==> src/hdl/median_filter_3x3_rgb_top_defines.svh <==
// Assertion macros shared by the median filter RTL.
`ifndef MEDIAN_FILTER_3X3_RGB_TOP_DEFINES_SVH
`define MEDIAN_FILTER_3X3_RGB_TOP_DEFINES_SVH

// Same-cycle implication, disabled while reset is high.
`define MF3_ASSERT_IMPL(label, clk, rst, ante, cons) \
   label: assert property (@(posedge clk) disable iff (rst) (ante) |-> (cons)) \
      else $error("mf3 assertion failed: same-cycle check");

// Next-cycle implication, disabled while reset is high.
`define MF3_ASSERT_NEXT(label, clk, rst, ante, cons) \
   label: assert property (@(posedge clk) disable iff (rst) (ante) |=> (cons)) \
      else $error("mf3 assertion failed: next-cycle check");

`endif

==> src/hdl/mf3_pkg.sv <==
// Shared types and constants for the 3x3 RGB median filter.
`default_nettype none

package mf3_pkg;

   localparam int unsigned CHAN_W     = 8;
   localparam int unsigned PIX_W      = 3 * CHAN_W;
   localparam int unsigned TAPS       = 9;
   localparam int unsigned MID_TAP    = 4;
   localparam int unsigned WIDTH_W    = 12;
   localparam int unsigned HEIGHT_W   = 13;
   localparam int unsigned ROW_W      = 12;
   localparam int unsigned MIN_DIM    = 3;
   localparam int unsigned MAX_HEIGHT = 4096;

   localparam int unsigned CSR_INDEX_W = 2;
   localparam int unsigned CSR_DATA_W  = 13;

   localparam logic [WIDTH_W-1:0]  WIDTH_RESET  = 12'd640;
   localparam logic [HEIGHT_W-1:0] HEIGHT_RESET = 13'd480;

   typedef enum logic [CSR_INDEX_W-1:0] {
      CSR_IMAGE_WIDTH  = 2'd0,
      CSR_IMAGE_HEIGHT = 2'd1
   } csr_index_type;

   // Per-pixel position flags handed from the frame control to the datapath.
   typedef struct packed {
      logic emit;     // pixel completes an interior window
      logic last;     // last interior pixel of the frame
      logic restart;  // image_width or image_height write: clear window and counters
   } pos_flags_type;

   typedef logic [TAPS-1:0][PIX_W-1:0] window_type;

endpackage

`default_nettype wire

==> src/hdl/mf3_ifs.sv <==
// Channel interfaces: pixel input, median result and register write.
`default_nettype none


interface mf3_csr_if;
   logic        valid;
   logic        ready;
   logic [1:0]  index;
   logic [12:0] data;
   modport source (output valid, output index, output data, input ready);
   modport sink   (input valid, input index, input data, output ready);
endinterface

`default_nettype wire

==> src/hdl/mf3_frame_ctrl.sv <==
// Size registers, column/row counters and per-pixel position flags.
`default_nettype none

module mf3_frame_ctrl #(
   parameter int unsigned MAX_WIDTH = 2048
) (
   input  wire logic                          clock,
   input  wire logic                          reset,
   mf3_csr_if.sink                            csr,
   input  wire logic                          advance,
   output logic      [$clog2(MAX_WIDTH)-1:0]  col,
   output mf3_pkg::pos_flags_type             flags
);

   localparam int unsigned CW = $clog2(MAX_WIDTH);

   logic [mf3_pkg::WIDTH_W-1:0]  width_ff;
   logic [mf3_pkg::HEIGHT_W-1:0] height_ff;
   logic [CW-1:0]                col_ff, col_in;
   logic [mf3_pkg::ROW_W-1:0]    row_ff, row_in;
   logic [CW-1:0]                eff_w_m1;
   logic [mf3_pkg::ROW_W-1:0]    eff_h_m1;
   logic                         csr_write;
   logic                         restart;
   logic                         col_last;
   logic                         row_last;

   assign csr.ready = 1'b1;
   assign csr_write = csr.valid && csr.ready;
   assign restart   = csr_write &&
                      (csr.index == mf3_pkg::CSR_IMAGE_WIDTH ||
                       csr.index == mf3_pkg::CSR_IMAGE_HEIGHT);

   // Clamp sizes into their legal ranges, kept as "last index" values.
   always_comb begin
      if (width_ff < mf3_pkg::WIDTH_W'(mf3_pkg::MIN_DIM)) begin
         eff_w_m1 = CW'(mf3_pkg::MIN_DIM - 1);
      end else if (32'(width_ff) > 32'(MAX_WIDTH)) begin
         eff_w_m1 = CW'(MAX_WIDTH - 1);
      end else begin
         eff_w_m1 = CW'(width_ff - 12'd1);
      end
      if (height_ff < mf3_pkg::HEIGHT_W'(mf3_pkg::MIN_DIM)) begin
         eff_h_m1 = mf3_pkg::ROW_W'(mf3_pkg::MIN_DIM - 1);
      end else if (32'(height_ff) > 32'(mf3_pkg::MAX_HEIGHT)) begin
         eff_h_m1 = mf3_pkg::ROW_W'(mf3_pkg::MAX_HEIGHT - 1);
      end else begin
         eff_h_m1 = mf3_pkg::ROW_W'(height_ff - 13'd1);
      end
   end

   assign col_last = (col_ff == eff_w_m1);
   assign row_last = (row_ff == eff_h_m1);

   always_comb begin
      col_in = col_ff;
      row_in = row_ff;
      if (restart) begin
         col_in = '0;
         row_in = '0;
      end else if (advance) begin
         if (col_last) begin
            col_in = '0;
            row_in = row_last ? '0 : row_ff + 1'b1;
         end else begin
            col_in = col_ff + 1'b1;
         end
      end
   end

   always_ff @(posedge clock) begin
      if (reset) begin
         width_ff  <= mf3_pkg::WIDTH_RESET;
         height_ff <= mf3_pkg::HEIGHT_RESET;
         col_ff    <= '0;
         row_ff    <= '0;
      end else begin
         col_ff <= col_in;
         row_ff <= row_in;
         if (csr_write) begin
            unique case (csr.index)
               mf3_pkg::CSR_IMAGE_WIDTH:  width_ff  <= csr.data[mf3_pkg::WIDTH_W-1:0];
               mf3_pkg::CSR_IMAGE_HEIGHT: height_ff <= csr.data[mf3_pkg::HEIGHT_W-1:0];
               default: ;
            endcase
         end
      end
   end

   assign col           = col_ff;
   assign flags.emit    = (row_ff >= mf3_pkg::ROW_W'(2)) && (col_ff >= CW'(2));
   assign flags.last    = row_last && col_last;
   assign flags.restart = restart;

endmodule

`default_nettype wire

==> src/flat_wrapper.sv <==
// flat-port wrapper written by rule: the top's interface ports become plain ports
module mf3_frame_ctrl_flat 
#(
   parameter int unsigned MAX_WIDTH = 2048
)
  (clock, reset, advance, col, flags, csr_valid, csr_index, csr_data, csr_ready);
  mf3_csr_if csr_i ();
  input  wire logic clock;
  input  wire logic reset;
  input  wire logic advance;
  output logic      [$clog2(MAX_WIDTH)-1:0] col;
  output mf3_pkg::pos_flags_type flags;
  input wire logic [$bits(csr_i.valid)-1:0] csr_valid;
  input wire logic [$bits(csr_i.index)-1:0] csr_index;
  input wire logic [$bits(csr_i.data)-1:0] csr_data;
  output wire logic [$bits(csr_i.ready)-1:0] csr_ready;
  assign csr_i.valid = csr_valid;
  assign csr_i.index = csr_index;
  assign csr_i.data = csr_data;
  assign csr_ready = csr_i.ready;
  mf3_frame_ctrl #(.MAX_WIDTH(MAX_WIDTH)) u_core (.clock(clock), .reset(reset), .csr(csr_i), .advance(advance), .col(col), .flags(flags));
endmodule
==> config.mk <==
export PLATFORM = sky130hd
export DESIGN_NAME = mf3_frame_ctrl_flat
export DESIGN_NICKNAME = d
export VERILOG_FILES = /design/src/hdl/median_filter_3x3_rgb_top_defines.svh /design/src/hdl/mf3_pkg.sv /design/src/hdl/mf3_ifs.sv /design/src/hdl/mf3_frame_ctrl.sv /design/src/flat_wrapper.sv
export SDC_FILE = /design/constraint.sdc
export NUM_CORES = 1
export LEC_CHECK = 0
export ABC_AREA = 1
export CAP_MARGIN = 10
export CORE_ASPECT_RATIO = 1.4
export CORE_MARGIN = 2
export CORE_UTILIZATION = 40
export DETAILED_ROUTE_END_ITERATION = 12
export DONT_BUFFER_PORTS = 1
export GPL_TIMING_DRIVEN = 0
export PLACE_DENSITY_LB_ADDON = 0.25
export SETUP_SLACK_MARGIN = 0.2
export SLEW_MARGIN = 20
export SYNTH_ARGS = -nofsm -noshare
export SYNTH_HDL_FRONTEND = slang
export SYNTH_SLANG_ARGS = --single-unit
==> constraint.sdc <==
create_clock -name clock -period 2.5 [get_ports clock]
set_input_delay 0.75 -clock clock [delete_from_list [all_inputs] [get_ports clock]]
set_output_delay 0.75 -clock clock [all_outputs]
set_load 0.01 [all_outputs]
==> flow_summary.toml <==
[synthesis]
synth_area_leader_cell = "dfxtp_1"
netlist_instances = 600
syn-cell-area_sq_um = 3510
syn_avg_cell_area_sq_um = 5.84
ys_warn_count = 0
netlist_top_cells_area = "dfxtp_1, nand2_1, inv_1"
ys_seq_area_share_pct = 27.4
ys_types = 30
ys_seq_elements = 48
yosysTopAreaCellShare_pct = 27.4
syn_nets = 626

[timing]
slew_violations = 0
setup_viol = 1
slew_headroom_pct = 38.2
tightest_slew_ps = 924
whs_ps = 496
post-route-period-util_pct = 115
fin_ws_ps = -385
rsz0062_at_grt = "yes"
fin_skew_ps = 6.21
fmax_mhz = 347
hold_violations = 0
fin_crit_ps = 2890

[final_layout]
antenna_cells = 0
areaGrowthSynthToFinish_pct = 21.4
fin_nets = 654
ff_latch_area_sq_um = 981
drive_above_1_share_pct = 18.8
n_fill_cell = 882
multi_input_area_sq_um = 2370
final_area_sq_um = 4260
stdcell_count = 734

[pwr]
irDropWorstVdd_v = 0.000384
p_leak_nw = 2.04
p_per_area_nw_per_um2 = 480

[setup_path]
r2r_slack_ps = 310
r2r_start = "u_core.width_ff[0]"
path_class = "reg2out"
required_ps = 1750
ff2ff_path_depth = 12
critPathArrivalTime_ps = 2140
crit_path_end_kind = "primary output"
crit_top_cell = "nand3_2"
r2r-end = "u_core.col[3]"
cp_max_fo = 10
slowest_stage = "dfxtp_4"
cp-start-kind = "register"
slowest_delay_ps = 360
worstPathCellList = "ha_1 -> nor3_2 -> nand3_2 -> buf_6 -> nand4_1 -> nand3_2 -> nor2_2 -> nand3_2 -> nor2_4 -> and3_4"
crit_path_start = "u_core.width_ff[0]"

[place]
gp_congestion = 0.928
dp_worst_setup_slack_ps = -235
port-buffer-count = 0
place_hpwl_um = 7440
postPlaceCellArea_sq_um = 3700
dp.cells = 705

[drt]
drt-total-wl_um = 9860
via_count = 3795
routedWlPerCell_um = 13.4
first_pass_iters = 4
drt-vias-per-instance = 5.17
detail-route-antenna-nets = 0
drcViolationCount = 0
first_iter_violations = 174

[global_routing]
globalRouteTotalUtil_pct = 20.8
grt_max_degree = 15
grt_pass1_vias = 3679
antenna_found_initial = 0
overflow = 0
grt_pass1_wl_um = 16200

[floorplanning]
core_area_sq_um = 8560
row_count = 40
dieHeight_um = 115
pin_count = 34
die-area_sq_um = 9540
die_w_um = 83.1
initial_core_util_pct = 41.0

[cts]
clockRootBuffer = "clkbuf_16"
cts_sinks = 48
cts-buffers-inserted = 5
clock_path_buffers = 2
cts_tree = "yes"
clk_latency_ps = 290
clk_pin_slew_ps = 70
cts_max_level = 2

[worst_hold_path]
whs_endpoint = "u_core.height_ff[1]"
min_path_type = "reg2reg"
hp-start = "u_core.height_ff[1]"
hold-path-cell-count = 2

[status]
status = "finished, violations left"
violations = "negative setup slack"

[run]
max_cap_violations = 0
==> power breakdown <==
| part | internal, W | switching (W) | leakage, nW | total (W) |
|---|---|---|---|---|
| sequential | 0.000786 | 0.0000308 | 0.395 | 0.000817 |
| clock | 0.000527 | 0.000293 | 0.0901 | 0.000819 |
| combinational | 0.000154 | 0.000254 | 1.55 | 0.000408 |
==> state kept, by name, summed over array words and instances (netlist names) <==
name              flops
u_core.col           11
u_core.width_ff      12
u_core.row_ff        12
u_core.height_ff     13
==> critical path, delay by kind of cell, from the launching register on <==
family	cells	cell delay (ps)
buffers and inverters	1	170
and+or+nand+nor	8	1090
adders and majority gates	1	210
DFF	1	360
==> per-layer routing <==
layer  routed length, um  track usage (%)  up-vias
li1                    -                -     1971
met1                3840             20.6     1721
met2                5330             40.5       74
met3                 313             3.16       29
met4                 382             12.6        0
met5                   0                0        -
==> cells by family (layout without fill, tap and decap cells) <==
group	after synthesis	in the layout	share of synthesized area, %
other	1	1	0.107
flip-flops	48	48	27.4
AND/OR/NAND/NOR	355	355	43.5
AO/OA/AOI/OAI	78	78	11.6
adder cells (fa/ha/maj)	7	7	2.50
buffers and inverters	97	126	11.4
XOR/XNOR	14	14	3.50
==> what timing repair did <==
| item | 4_1_cts | 5_1_grt |
|---|---|---|
| gates resized for setup | 27 | 50 |
| pin swaps | 9 | 21 |
| setup endpoints to repair | 22 | 22 |
| gates cloned | 1 | 2 |
| buffers inserted | 8 | 10 |
| hold buffers | 0 | 0 |
==> synth_stat cells (all sizes together) <==
cell type / instances
o41ai: 1
nor3: 9
xnor2: 3
o211ai: 4
nand3: 49
a21boi: 1
and3: 1
dfxtp: 48
nor2: 66
clkbuf: 7
inv: 79
nand2: 205
ha: 7
xor2: 11
nor4: 6
a21oi: 45
nand3b: 7
and2: 1
buf: 11
o21ai: 27
conb: 1
nand4: 11
==> layout make-up <==
type                            count  share of cell area (%)
Tap cell                          105                    3.09
Sequential cell                    48                    23.0
Timing Repair Buffer               21                    3.79
Inverter                           79                    7.08
Clock buffer                        7                    3.59
Buffer                             18                    2.91
Multi-Input combinational cell    455                    55.8
Clock inverter                      1                   0.705
==> placed cells by master (no fill, tap or decap), types with 3 or more instances in the layout <==
cell         n
nor2_1      45
nor2_2      16
a21oi_1     45
inv_1       73
buf_4       24
nand2_1    185
dfxtp_2      4
nor3_1       5
o21ai_0     25
xnor2_1      3
clkbuf_16    5
xor2_1      11
nor4_1       4
nand2_2     19
nor3_2       3
buf_2        3
clkbuf_1     6
ha_1         5
buf_6        6
nor2_4       5
nand3_2     10
dfxtp_4      4
inv_2        4
nand4_1     11
nand3_1     38
o211ai_1     4
dfxtp_1     40
nand3b_1     7
==> worst max path at each step <==
stage | endpoint | slack [ps] | depth (start not counted)
after floorplan | flags[1] | 110 | 14
after global placement | flags[1] | -190 | 13
after detailed placement | flags[1] | -230 | 13
after CTS | flags[1] | -410 | 15
after global routing | flags[1] | -490 | 10
final | flags[1] | -390 | 10
==> per-stage QoR <==
stage / utilization, % / setup TNS, ps / total power, W
2_1_floorplan: - / 0 / 0.00110
3_3_place_gp: 43.2 / -192 / 0.00117
3_5_place_dp: 43.2 / -235 / 0.00118
4_1_cts: 47.1 / -415 / 0.00203
5_1_grt: 49.7 / -487 / 0.00215
6_report: 49.7 / -385 / 0.00204
No activity file was read; power rests on OpenSTA's default activity.
