===== src/hdl/median_filter_3x3_rgb_top_defines.svh =====
// Assertion macros shared by the median filter RTL.
`ifndef MEDIAN_FILTER_3X3_RGB_TOP_DEFINES_SVH
`define MEDIAN_FILTER_3X3_RGB_TOP_DEFINES_SVH

// Same-cycle implication, disabled while reset is high.
`define MF3_ASSERT_IMPL(label, clk, rst, ante, cons) \
   label: assert property (@(posedge clk) disable iff (rst) (ante) |-> (cons)) \
      else $error("mf3 assertion failed: same-cycle check");

// Next-cycle implication, disabled while reset is high.
`define MF3_ASSERT_NEXT(label, clk, rst, ante, cons) \
   label: assert property (@(posedge clk) disable iff (rst) (ante) |=> (cons)) \
      else $error("mf3 assertion failed: next-cycle check");

`endif


===== src/hdl/mf3_pkg.sv =====
// Shared types and constants for the 3x3 RGB median filter.
`default_nettype none

package mf3_pkg;

   localparam int unsigned CHAN_W     = 8;
   localparam int unsigned PIX_W      = 3 * CHAN_W;
   localparam int unsigned TAPS       = 9;
   localparam int unsigned MID_TAP    = 4;
   localparam int unsigned WIDTH_W    = 12;
   localparam int unsigned HEIGHT_W   = 13;
   localparam int unsigned ROW_W      = 12;
   localparam int unsigned MIN_DIM    = 3;
   localparam int unsigned MAX_HEIGHT = 4096;

   localparam int unsigned CSR_INDEX_W = 2;
   localparam int unsigned CSR_DATA_W  = 13;

   localparam logic [WIDTH_W-1:0]  WIDTH_RESET  = 12'd640;
   localparam logic [HEIGHT_W-1:0] HEIGHT_RESET = 13'd480;

   typedef enum logic [CSR_INDEX_W-1:0] {
      CSR_IMAGE_WIDTH  = 2'd0,
      CSR_IMAGE_HEIGHT = 2'd1
   } csr_index_type;

   // Per-pixel position flags handed from the frame control to the datapath.
   typedef struct packed {
      logic emit;     // pixel completes an interior window
      logic last;     // last interior pixel of the frame
      logic restart;  // image_width or image_height write: clear window and counters
   } pos_flags_type;

   typedef logic [TAPS-1:0][PIX_W-1:0] window_type;

endpackage

`default_nettype wire


===== src/hdl/mf3_median.sv =====
// Per-channel median of a 3x3 window, 19 compare-exchange network.
`default_nettype none

module mf3_median (
   input  wire mf3_pkg::window_type window,
   output logic [7:0]               chan0_med,
   output logic [7:0]               chan1_med,
   output logic [7:0]               chan2_med
);

   localparam int unsigned NCE = 19;
   localparam logic [3:0] PA [NCE] = '{4'd1, 4'd4, 4'd7, 4'd0, 4'd3, 4'd6, 4'd1,
                                       4'd4, 4'd7, 4'd0, 4'd5, 4'd4, 4'd3, 4'd1,
                                       4'd2, 4'd4, 4'd4, 4'd6, 4'd4};
   localparam logic [3:0] PB [NCE] = '{4'd2, 4'd5, 4'd8, 4'd1, 4'd4, 4'd7, 4'd2,
                                       4'd5, 4'd8, 4'd3, 4'd8, 4'd7, 4'd6, 4'd4,
                                       4'd5, 4'd7, 4'd2, 4'd4, 4'd2};

   // Each step leaves the smaller value at PA, the larger at PB.
   function automatic logic [7:0] med9(input logic [8:0][7:0] v_in);
      logic [8:0][7:0] p;
      logic [7:0]      t;
      p = v_in;
      for (int i = 0; i < NCE; i++) begin
         if (p[PA[i]] > p[PB[i]]) begin
            t        = p[PA[i]];
            p[PA[i]] = p[PB[i]];
            p[PB[i]] = t;
         end
      end
      return p[mf3_pkg::MID_TAP];
   endfunction

   logic [2:0][8:0][7:0] chan_taps;

   always_comb begin
      for (int c = 0; c < 3; c++) begin
         for (int k = 0; k < mf3_pkg::TAPS; k++) begin
            chan_taps[c][k] = window[k][c*8 +: 8];
         end
      end
   end

   assign chan0_med = med9(chan_taps[0]);
   assign chan1_med = med9(chan_taps[1]);
   assign chan2_med = med9(chan_taps[2]);

endmodule

`default_nettype wire

===== config.mk =====
export PLATFORM = sky130hd
export DESIGN_NAME = mf3_median
export DESIGN_NICKNAME = d
export VERILOG_FILES = /design/src/hdl/median_filter_3x3_rgb_top_defines.svh /design/src/hdl/mf3_pkg.sv /design/src/hdl/mf3_median.sv
export SDC_FILE = /design/constraint.sdc
export NUM_CORES = 1
export LEC_CHECK = 0
export BUFFER_PORTS_ARGS = -buffer_cell sky130_fd_sc_hd__buf_2
export CAP_MARGIN = 20
export CELL_PAD_IN_SITES_DETAIL_PLACEMENT = 1
export CELL_PAD_IN_SITES_GLOBAL_PLACEMENT = 2
export CORE_MARGIN = 5
export CORE_UTILIZATION = 32
export DETAILED_ROUTE_END_ITERATION = 16
export PLACE_DENSITY_LB_ADDON = 0.1
export SLEW_MARGIN = 0
export SYNTH_ARGS = -nofsm -noshare
export SYNTH_HDL_FRONTEND = slang
export SYNTH_SLANG_ARGS = --single-unit

===== constraint.sdc =====
create_clock -name vclk -period 21.1
set_input_delay 2.11 -clock vclk [all_inputs]
set_output_delay 2.11 -clock vclk [all_outputs]
set_load 0.01 [all_outputs]

==> flow_metrics.env, run 1 <==
export IMPL_min_path_type="input port to output pin"
export IMPL_maxSlewHeadroom_pct=28.5
export IMPL_drc=0
export IMPL_finalSetupViolCount=0
export IMPL_cpMostUsedCell="ha_1"
export IMPL_first_pass_iters=5
export IMPL_start_util_pct=32.2
export IMPL_multi_input_area_sq_um=19100
export IMPL_synth_simple_area_share_pct=18.9
export IMPL_tightestPinTransition_ns=1.07
export IMPL_post_place_cells=3986
export IMPL_min_period_ns=20.25
export IMPL_gp_congestion=0.943
export IMPL_worstSetupPathType="input port to output pin"
export IMPL_synth_compound_area_share_pct=26.7
export IMPL_synthToLayoutAreaGrowth_pct=17.0
export IMPL_antenna_found_initial=27
export IMPL_drt_iter0_drc=811
export IMPL_required_ns=18.99
export IMPL_cp_arrival_ns=18.14
export IMPL_register_area_sq_um=0
export IMPL_syn_area_per_cell_sq_um=6.93
export IMPL_ys_seq_area_share_pct=0
export IMPL_cp_max_fo=9
export IMPL_vias=22445
export IMPL_seq_cells=0
export IMPL_clkbuf_count=0
export IMPL_grt_max_degree=31
export IMPL_ios=240
export IMPL_fp_dieH_um=262
export IMPL_layout_nets=3858
export IMPL_ant_nets=0
export IMPL_ys_warnings_count=0
export IMPL_fmax_mhz=49.4
export IMPL_worstSetupEndpointType="output pin"
export IMPL_viasPerCell=5.54
export IMPL_synth_mux_area_share_pct=18.5
export IMPL_overflow=0
export IMPL_synth_fa_ha_area_share_pct=27.4
export IMPL_slew_violations=0
export IMPL_core_area_sq_um=63000
export IMPL_drt_wl_total_mm=81.6
export IMPL_num_rows=92
export IMPL_layout_common_cells="ha_1 (441), inv_1 (351), mux2i_1 (256), buf_2 (240), nand2_1 (238)"
export IMPL_synth_cell_types=84
export IMPL_hold_viol=0
export IMPL_grt_usage_pct=22.2
export IMPL_post_drt_wl_per_cell_um=20.1
export IMPL_yosys_area_share_xor_xnor_pct=0.0864
export IMPL_critPathLaunchType="input port"
export IMPL_slowest_delay_ns=0.41
export IMPL_status="finished, final reports clean"
export IMPL_drive_above_1_share_pct=17.8
export IMPL_die_x_um=262
export IMPL_place_hpwl_mm=72.1
export IMPL_slowest_stage="or3_1"
export IMPL_fillers=8094
export IMPL_layout_commonest_cell="ha_1"
export IMPL_stdcell_count=4055
export IMPL_grt_pass1_vias=22742
export IMPL_syn_inst=2923
export IMPL_synth_fp_nets=3580
export IMPL_hold_buffers=0
export IMPL_period_share_pct=96.0
export IMPL_maxCapViolations=0
export IMPL_port_buffers=240
export IMPL_grt_pass1_wl_mm=123
export IMPL_netlist_area_sq_um=20300
export IMPL_synth_top_family_by_area="adder cells"
export IMPL_die_area_sq_um=68500
metrics by stage:
| step | cell area, sq um | worst slack (ns) | hold WS (ns) | TNS [ns] | util [%] |
|---|---|---|---|---|---|
| floorplan | 20300 | 0.185 | 4.67 | 0 | - |
| global placement | 22700 | 0.0978 | 5.18 | 0 | 36.1 |
| detailed placement | 22700 | -0.617 | 5.18 | -8.54 | 36.1 |
| CTS | 22800 | 0.0156 | 5.18 | 0 | 36.3 |
| global route | 23700 | -0.0875 | 5.23 | -0.570 | 37.6 |
| finish | 23700 | 0.850 | 5.16 | 0 | 37.7 |
kinds of logic after synthesis:
logic type | after synthesis
and+or+nand+nor | 793
buffers and inverters | 448
adders and majority gates | 444
xor gates and xnor gates | 2
muxes | 363
AOI/OAI and AO/OA | 873
area by class of cell:
| cell class | instances | share of cell area, % |
|---|---|---|
| timing repair buffer | 368 | 9.43 |
| tap | 846 | 4.46 |
| antenna | 10 | 0.106 |
| inverter | 352 | 5.57 |
| multi-input combinational | 2479 | 80.4 |
per-layer routing:
metal,share of wire (%),up-vias,wire (um),GRT usage (%)
met5,0.19,-,155,0
met4,2.2,26,1810,3.69
met3,4.6,94,3790,2.80
met2,47,383,38200,38.6
met1,46,10736,37700,29.8
li1,-,11206,-,-
worst paths after layout:
check	start	end	slack, ns	depth (start not counted)
max	window[132]	chan1_med[3]	0.85	83
min	window[144]	chan0_med[0]	5.16	6
cell usage after synthesis (all sizes together), types with 8 or more instances:
master | number | share of area [%]
mux2 | 90 | 5.0
a21oi | 247 | 6.2
or3 | 11 | 0.39
nand2b | 38 | 1.2
and4 | 9 | 0.39
buf | 17 | 0.36
o21bai | 15 | 0.56
a211oi | 12 | 0.44
a22oi | 8 | 0.32
nand2 | 241 | 4.5
and2 | 14 | 0.43
inv | 352 | 6.5
and3 | 31 | 0.96
o211ai | 13 | 0.48
nor3 | 26 | 0.67
clkbuf | 79 | 1.5
a31oi | 25 | 0.92
mux2i | 273 | 13
nand3 | 92 | 2.3
nor2b | 53 | 1.6
o31ai | 11 | 0.41
a21o | 84 | 3.1
or2 | 10 | 0.31
ha | 441 | 27
o22ai | 34 | 1.0
o21a | 81 | 3.0
nand4 | 47 | 1.5
nor2 | 193 | 3.6
o21ai | 263 | 6.6
critical path, delay by kind of cell:
kind | cells | cell delay [ns]
AOI/OAI and AO/OA | 34 | 5.84
adders and majority gates | 8 | 2.48
and+or+nand+nor | 24 | 4.50
muxes | 7 | 2.03
buffers and inverters | 10 | 1.17
what timing repair did:
item / 4_1_cts / 5_1_grt
gates cloned: 0 / 4
pin swaps: 1 / 23
buffers inserted: 5 / 50
endpoints found under the setup margin: 24 / 24
gates resized for setup: 13 / 114
Power of run 1 is left out: the tool's default activity adds up to more than one toggle a clock period on the data nets, which glitch-free logic cannot reach.
==> inputs of run 2 (changes only) <==
--- a/config.mk
+++ b/config.mk
@@ -10,7 +10,7 @@
 export CELL_PAD_IN_SITES_DETAIL_PLACEMENT = 1
 export CELL_PAD_IN_SITES_GLOBAL_PLACEMENT = 2
 export CORE_MARGIN = 5
-export CORE_UTILIZATION = 32
+export CORE_UTILIZATION = 38
 export DETAILED_ROUTE_END_ITERATION = 16
 export PLACE_DENSITY_LB_ADDON = 0.1
 export SLEW_MARGIN = 0
==> constraint.sdc (replaced) <==
create_clock -name vclk -period 24.6
set_input_delay 2.46 -clock vclk [all_inputs]
set_output_delay 2.46 -clock vclk [all_outputs]
set_load 0.01 [all_outputs]
==> run 2 against run 1 <==
  * Global-route usage rose by 3.1 points
  * Routed wire length decreased by 5.3%
  * Cell count fell by 6.6%
  * Via count decreased by 1.9%
  * Count of clock-buffer cells in the layout unchanged
  * Critical endpoint is now chan1_med[1]
  * Worst hold slack better by 0.68 ns
==> flow_metrics.env, run 2 (synthesized netlist as in run 1, its figures left out) <==
export IMPL_rsz0062_at_grt="no"
export IMPL_vias=22013
export IMPL_critPathLaunchType="input port"
export IMPL_ios=240
export IMPL_viasPerCell=5.81
export IMPL_drc=0
export IMPL_drt_wl_total_mm=77.3
export IMPL_slowest_stage="or3_1"
export IMPL_status="finished, final reports clean"
export IMPL_clkbuf_count=0
export IMPL_cpMostUsedCell="o21ai_0"
export IMPL_required_ns=22.14
export IMPL_layout_commonest_cell="ha_1"
export IMPL_die_x_um=241
export IMPL_maxCapViolations=0
export IMPL_grt_max_degree=31
export IMPL_port_buffers=240
export IMPL_grt_usage_pct=25.2
export IMPL_period_share_pct=94.5
export IMPL_finalSetupViolCount=0
export IMPL_min_path_type="input port to output pin"
export IMPL_drt_iter0_drc=1127
export IMPL_hold_depth=6
export IMPL_min_to="chan0_med[0]"
export IMPL_worstSetupEndpointType="output pin"
export IMPL_post_drt_wl_per_cell_um=20.4
export IMPL_place_hpwl_mm=69.1
export IMPL_critPathLaunch="window[131]"
export IMPL_ant_nets=0
export IMPL_cp_arrival_ns=20.78
export IMPL_gp_congestion=0.932
export IMPL_tns_ns=0
export IMPL_hold_viol=0
export IMPL_slowest_delay_ns=0.51
export IMPL_worstSetupPathType="input port to output pin"
export IMPL_antenna_found_initial=16
export IMPL_min_period_ns=23.24
export IMPL_start_util_pct=38.5
export IMPL_maxSlewHeadroom_pct=29.5
export IMPL_drive_above_1_share_pct=13.0
export IMPL_hold_buffers=0
export IMPL_grt_pass1_vias=22469
export IMPL_slew_violations=0
export IMPL_fp_dieH_um=241
export IMPL_num_rows=84
export IMPL_hp_start="window[144]"
export IMPL_fmax_mhz=43.0
export IMPL_layout_nets=3749
export IMPL_register_area_sq_um=0
export IMPL_overflow=0
export IMPL_tightestPinTransition_ns=1.06
export IMPL_synthToLayoutAreaGrowth_pct=9.83
export IMPL_first_pass_iters=6
export IMPL_layout_common_cells="ha_1 (441), inv_1 (352), mux2i_1 (268), o21ai_0 (245), a21oi_1 (241)"
export IMPL_cp_max_fo=20
export IMPL_die_area_sq_um=58100
export IMPL_seq_cells=0
export IMPL_grt_pass1_wl_mm=120
export IMPL_core_area_sq_um=52700
export IMPL_fillers=6817
export IMPL_crit_buf_inv=10
export IMPL_cp_top_family="compound AO/OA/AOI/OAI gates"
[run 2: cell types whose count changed in the layout (fill, tap and decap cells not counted), sizes merged]
cell   change
diode      -2
buf      -105
o21ai      -3
nor2       -1
[run 2: what timing repair did]
action	CTS	global route
endpoints found under the setup margin	0	24
gates resized for setup	0	21
setup buffers	0	4
endpoints found under the hold margin	0	0
[run 2: worst max-delay path by stage]
stage	to	slack, ns	cells after the start
after detailed placement	chan0_med[1]	0.67	81
after CTS	chan0_med[1]	0.61	81
after global placement	chan0_med[1]	1.35	79
after global routing	chan0_med[1]	0.003	82
after floorplan	chan1_med[1]	2.99	94
final	chan1_med[1]	1.36	89
[run 2: routing by layer]
| layer | GRT usage, % | wire length [um] |
|---|---|---|
| met4 | 4.31 | 1580 |
| met2 | 45.3 | 37100 |
| met5 | 0 | 68 |
| met1 | 33.2 | 35200 |
| met3 | 2.69 | 3350 |
[run 2: area by class of cell]
cell class	instances	area, sq um	area share (%)
Antenna cell	8	20.0	0.0899
Inverter	352	1320	5.93
Multi-Input combinational cell	2475	18700	83.9
Tap cell	688	861	3.87
Timing Repair Buffer	263	1380	6.20
[run 2: through the flow]
step / hold WS (ns) / worst slack (ns) / area [sq um] / util, % / instances
2_1_floorplan: 5.37 / 2.99 / 20300 / - / 2923
3_3_place_gp: 5.80 / 1.35 / 22100 / 42.0 / 3773
3_5_place_dp: 5.83 / 0.667 / 22100 / 42.0 / 3773
4_1_cts: 5.83 / 0.610 / 22100 / 42.0 / 3773
5_1_grt: 5.89 / 0.00294 / 22300 / 42.3 / 3781
6_report: 5.84 / 1.36 / 22300 / 42.3 / 3786
Power of run 2 is left out for the same reason.
